[src/c2sp_pkg.sv]
// Shared constants, types and the arctangent table of the Cartesian to spherical converter.
package c2sp_pkg;

    localparam int COORD_BITS = 24;
    localparam int ITERATIONS = 24;
    localparam int GUARD_BITS = 6;

    localparam int DP_W    = COORD_BITS + GUARD_BITS + 4;
    localparam int MAG_W   = DP_W - 1;
    localparam int ANG_W   = 34;
    localparam int GAIN_HW = 16;
    localparam int PROD_W  = MAG_W + GAIN_HW;

    localparam logic [GAIN_HW-1:0] GAIN_HI = 16'h9B74;
    localparam logic [GAIN_HW-1:0] GAIN_LO = 16'hEDA8;

    localparam logic signed [ANG_W-1:0] ANG_PI     = 34'sd2147483648;
    localparam int                      ANG_SHIFT  = 32 - COORD_BITS;
    localparam logic signed [ANG_W-1:0] ANG_HALF   = ANG_W'((64'sd1 <<< ANG_SHIFT) >>> 1);
    localparam logic signed [ANG_W-1:0] ANG_OUT_PI = ANG_W'(64'sd1 <<< (COORD_BITS - 1));

    localparam int VEC_LAT = ITERATIONS + 3;

    localparam int IN_TDATA_W   = ((3 * COORD_BITS + 7) / 8) * 8;
    localparam int OUT_FIELDS_W = 4 * COORD_BITS + 1;
    localparam int OUT_TDATA_W  = ((OUT_FIELDS_W + 7) / 8) * 8;

    typedef struct packed {
        logic valid;
        logic zero;
    } t_vec_status;

    function automatic logic [31:0] atan_entry(input int idx);
        logic [31:0] v;
        case (idx)
            0:       v = 32'h20000000;
            1:       v = 32'h12E4051D;
            2:       v = 32'h09FB385B;
            3:       v = 32'h051111D4;
            4:       v = 32'h028B0D43;
            5:       v = 32'h0145D7E1;
            6:       v = 32'h00A2F61E;
            7:       v = 32'h00517C55;
            8:       v = 32'h0028BE53;
            9:       v = 32'h00145F2E;
            10:      v = 32'h000A2F98;
            11:      v = 32'h000517CC;
            12:      v = 32'h00028BE6;
            13:      v = 32'h000145F3;
            14:      v = 32'h0000A2F9;
            15:      v = 32'h0000517C;
            16:      v = 32'h000028BE;
            17:      v = 32'h0000145F;
            18:      v = 32'h00000A2F;
            19:      v = 32'h00000517;
            20:      v = 32'h0000028B;
            21:      v = 32'h00000145;
            22:      v = 32'h000000A2;
            23:      v = 32'h00000051;
            24:      v = 32'h00000028;
            25:      v = 32'h00000014;
            26:      v = 32'h0000000A;
            27:      v = 32'h00000005;
            28:      v = 32'h00000002;
            29:      v = 32'h00000001;
            default: v = 32'h00000000;
        endcase
        return v;
    endfunction

endpackage

[src/c2sp_format.sv]
// Output stage: rounds and clamps both angles, scales and saturates both radii.
module c2sp_format (
    input  logic                                   i_clk,
    input  logic                                   i_rst_n,
    input  logic                                   i_en,
    input  c2sp_pkg::t_vec_status                  i_status,
    input  logic                                   i_zero1,
    input  logic        [c2sp_pkg::MAG_W-1:0]      i_mag1,
    input  logic signed [c2sp_pkg::ANG_W-1:0]      i_ang1,
    input  logic        [c2sp_pkg::MAG_W-1:0]      i_mag2,
    input  logic signed [c2sp_pkg::ANG_W-1:0]      i_ang2,
    output logic                                   o_valid,
    output logic        [c2sp_pkg::COORD_BITS-1:0] o_planar_radius,
    output logic signed [c2sp_pkg::COORD_BITS:0]   o_azimuth,
    output logic        [c2sp_pkg::COORD_BITS-1:0] o_full_radius,
    output logic        [c2sp_pkg::COORD_BITS-1:0] o_polar_angle
);
    import c2sp_pkg::*;

    function automatic logic [COORD_BITS-1:0] radius_sat(input logic [MAG_W-1:0] m);
        logic [COORD_BITS-1:0] v;
        if (|m[MAG_W-1:GUARD_BITS+COORD_BITS]) begin
            v = '1;
        end else begin
            v = m[GUARD_BITS +: COORD_BITS];
        end
        return v;
    endfunction

    function automatic logic signed [ANG_W-1:0] angle_round(input logic signed [ANG_W-1:0] a);
        logic signed [ANG_W-1:0] s;
        s = a + ANG_HALF;
        return s >>> ANG_SHIFT;
    endfunction

    logic signed [ANG_W-1:0]      az_r;
    logic signed [ANG_W-1:0]      pol_r;
    logic signed [ANG_W-1:0]      n_az;
    logic signed [ANG_W-1:0]      n_pol;
    logic                         r_valid;
    logic [COORD_BITS-1:0]        r_planar;
    logic signed [COORD_BITS:0]   r_az;
    logic [COORD_BITS-1:0]        r_full;
    logic [COORD_BITS-1:0]        r_pol;

    always_comb begin
        az_r  = angle_round(i_ang1);
        pol_r = angle_round(i_ang2);
        if (i_zero1) begin
            n_az = '0;
        end else if (az_r > ANG_OUT_PI) begin
            n_az = ANG_OUT_PI;
        end else if (az_r < -ANG_OUT_PI) begin
            n_az = -ANG_OUT_PI;
        end else begin
            n_az = az_r;
        end
        if (i_status.zero) begin
            n_pol = '0;
        end else if (pol_r > ANG_OUT_PI) begin
            n_pol = ANG_OUT_PI;
        end else if (pol_r < 0) begin
            n_pol = '0;
        end else begin
            n_pol = pol_r;
        end
    end

    always_ff @(posedge i_clk) begin
        if (i_en) begin
            r_planar <= radius_sat(i_mag1);
            r_az     <= n_az[COORD_BITS:0];
            r_full   <= radius_sat(i_mag2);
            r_pol    <= n_pol[COORD_BITS-1:0];
        end
    end

    always_ff @(posedge i_clk) begin
        if (!i_rst_n) begin
            r_valid <= 1'b0;
        end else if (i_en) begin
            r_valid <= i_status.valid;
        end
    end

    assign o_valid         = r_valid;
    assign o_planar_radius = r_planar;
    assign o_azimuth       = r_az;
    assign o_full_radius   = r_full;
    assign o_polar_angle   = r_pol;

endmodule

[config.mk]
export PLATFORM = sky130hd
export DESIGN_NAME = c2sp_format
export DESIGN_NICKNAME = d
export VERILOG_FILES = /design/src/c2sp_pkg.sv /design/src/c2sp_format.sv
export SDC_FILE = /design/constraint.sdc
export NUM_CORES = 1
export LEC_CHECK = 0
export BUFFER_PORTS_ARGS = -buffer_cell sky130_fd_sc_hd__buf_4
export CAP_MARGIN = 15
export CORE_MARGIN = 2
export CORE_UTILIZATION = 52
export DETAILED_ROUTE_END_ITERATION = 6
export HOLD_SLACK_MARGIN = 0.1
export PLACE_DENSITY = 0.87
export SLEW_MARGIN = 20
export SYNTH_ARGS = -nofsm -noshare
export SYNTH_HDL_FRONTEND = slang
export SYNTH_SLANG_ARGS = --single-unit
[constraint.sdc]
create_clock -name i_clk -period 3.5 [get_ports i_clk]
set_input_delay 0 -clock i_clk [delete_from_list [all_inputs] [get_ports i_clk]]
set_output_delay 0 -clock i_clk [all_outputs]
set_load 0.02 [all_outputs]
==> metrics.md <==
| Metric | Value |
|---|---|
| Critical path type | `in -> reg` |
| CP endpoint kind | `register` |
| Initial DRC Count | `between 500 and 600` |
| Clock root buffer | `clkbuf_8` |
| Post-synth EDFFs | `97` |
| Fmax | `approximately 320 MHz` |
| Vias in the first global route | `between 5,000 and 6,000` |
| Ys flop type | `edfxtp_1` |
| Full die area | `about 11,000 sq um` |
| Syn Area/Cell | `11.15 sq um` |
| Synth Net Count | `630` |
| CTS Buf Count | `9` |
| Routed wire length | `about 18,000 microns` |
| Total gr overflow | `0` |
| Fin crit share | `0.9038` |
| Unrepaired setup endpoints after global routing | `no` |
| Path depth of the worst reg2reg path | `3` |
| ANT cells | `0` |
| Hold Path Stages | `3` |
| Final GP Congestion | `0.9538` |
| Worst slew margin | `0.2788` |
| First-pass iteration count of the detailed router | `5` |
| Commonest non-fill, non-tap cell in the layout | `buf_4` |
| DR WL/cell | `19.04 microns` |
| Most frequent cells in the layout | `buf_4, edfxtp_1, dlygate4sd3_1` |
| Number of vias in the routed layout | `around 5,300` |
| FILL cells | `between 500 and 600` |
| Pwr per Cell Area | `between 300 and 400 nW/um^2` |
| Cell count after synthesis | `488` |
| Max-cap violations | `0` |
| Post-DP HPWL | `around 11,000 microns` |
| Worst-path clk slew | `approximately 0.08 ns` |
| CP startpoint kind | `input pin` |
| Register area share after synthesis | `0.5392` |
| First-pass GRT wire length | `26,680 microns` |
| Chip height | `106.3 microns` |
| Max-slew violations | `0` |
| Drt drc | `0` |
| Row cnt | `37` |
| Clock skew | `0 ns` |
| CTS Sinks | `98` |
| I/O Pins | `238` |
| Number of port buffers | `211` |
| Initial antenna violation count | `0` |
| Worst Hold Class | `in -> reg` |
| Overall routing resource usage | `0.3078` |
| Core ar. | `10,230 sq um` |
| Worst Path Arrival | `~3.3 ns` |
| Die width | `106.3 microns` |
| Pin count of the biggest net entering global routing | `a little under 90` |
| Slew @ Worst Pin | `roughly 1.1 ns` |
| Final net count | `around 920` |
| CP required | `between 3 and 4 ns` |
| Final setup vio count | `0` |
| Outcome | `complete, no violations` |
| Final hold violation count | `0` |
| Via density | `about 5.7` |
| Synth warn | `0` |
| CTS HTree Levels | `3` |
| Fin crit period | `about 3.2 ns` |
| Synth Cell Area | `around 5400 sq um` |
| Final hold slack | `0.1180 ns` |
| FFs w/ async S/R, synth | `0` |
| Area grow syn2layout | `50.03%` |
| TritonCTS clock tree | `built` |
| Max clock buf depth | `2` |
| Initial Util | `0.5316` |
| Power, Total | `2.708 mW` |
| Synth cell types | `58` |
| Final ANT Viol Nets | `0` |
| Clk_lat worst skew | `about 0.36 ns` |
| Register bit total from synthesis | `slightly below 100` |
| # Post-CTS Setup Buffers | `0` |
| Layout cells sized above 1 | `0.3248` |
| Sum of negative setup slack | `0 ns` |
| LEAKAGE | `approximately 3.2 nW` |
| Peak VDD IR | `between 200 and 300 uV` |
| CP Max Fanout | `21` |
[layer usage]
layer	track usage	up-vias	part of all wire
li1	-	2402	-
met1	0.3460	2474	0.35
met2	0.5527	327	0.51
met3	0.07051	67	0.090
met4	0.1410	0	0.042
met5	0	-	0
[power by group]
part / switching (mW) / total (mW) / internal (mW) / leakage, nW
clock: 0.402 / 0.660 / 0.258 / 0.0872
combinational: 0.340 / 0.648 / 0.307 / 2.12
sequential: 0.0287 / 1.40 / 1.37 / 0.958
total: 0.771 / 2.71 / 1.94 / 3.17
[worst max-delay path, stage by stage]
cell and delay [ns]:
dlygate4sd3_1 0.57, buf_4 0.17, nand3_2 0.23, nor4_4 0.56
xnor2_1 0.24, nand2_1 0.09, a2111oi_0 0.69, a41oi_2 0.21
buf_4 0.25, nor4_1 0.30
[worst paths after layout]
kind	from	to	slack (ns)
worst max-delay path	i_ang2[9]	o_polar_angle[12]	0.34
worst min-delay path	i_ang2[24]	o_polar_angle[16]	0.12
worst max register to register	o_valid	o_valid	2.33
worst min register to register	o_valid	o_valid	1.10
[logic make-up (layout without fill, tap and decap cells)]
logic type,after synthesis,in the layout,share of synthesized area
mux,4,4,0.007821
simple gates,251,251,0.2629
flops,98,98,0.5392
xor+xnor,51,51,0.08213
compound gates,49,49,0.07086
fa+ha+maj,2,2,0.004600
buf+inv,33,330,0.03243
[per-stage QoR]
stage / setup WS (ns) / std cells / util / cell area, sq um
2_1_floorplan: 1.199 / 488 / - / 5439
3_3_place_gp: 0.5125 / 816 / 0.6941 / 7102
3_5_place_dp: 0.3896 / 816 / 0.6941 / 7102
4_1_cts: 0.5275 / 921 / 0.7976 / 8160
5_1_grt: 0.2211 / 921 / 0.7976 / 8160
6_report: 0.3366 / 921 / 0.7976 / 8160
[final cells by class]
cell class              count  area (sq um)  area share
clock inverters             7         43.79    0.005366
repair buffers            306          2520      0.3088
clock buffers               9         123.9     0.01518
multi-input cells         357          2340      0.2867
well taps                 136         170.2     0.02085
flip-flops and latches     98          2933      0.3594
inverters                   8         30.03    0.003680
[timing repair]
action | 4_1_cts | 5_1_grt
hold endpoints to repair | 90 | 0
gates resized for setup | 0 | 0
hold buffers | 89 | 0
[cell usage after synthesis (3+ instances only)]
cell type	number	area, sq um
buf_6	3	33.78
nor4_2	3	37.54
edfxtp_1	97	2913
inv_1	8	30.03
a211oi_1	4	30.03
buf_4	6	45.04
nand2b_1	49	306.5
nor4_1	25	156.4
xnor2_1	32	280.3
clkbuf_1	9	33.78
nand2_1	38	142.6
or4_1	3	22.52
o21ai_0	3	15.01
nor3_1	10	50.05
nor2_1	45	168.9
o211ai_1	5	37.54
buf_2	6	30.03
a21oi_1	11	55.05
and3_1	12	75.07
nand4_1	18	112.6
nand3_1	26	130.1
xor2_1	19	166.4
nor4_4	3	63.81
and4_1	3	26.28
a21o_1	3	22.52
[sequential cells by signal (all words and copies together) (netlist names)]
signal / cells
o_azimuth: 25
o_polar_angle: 24
o_valid: 1
o_full_radius: 24
o_planar_radius: 24
No activity file was read; power rests on OpenSTA's default activity.
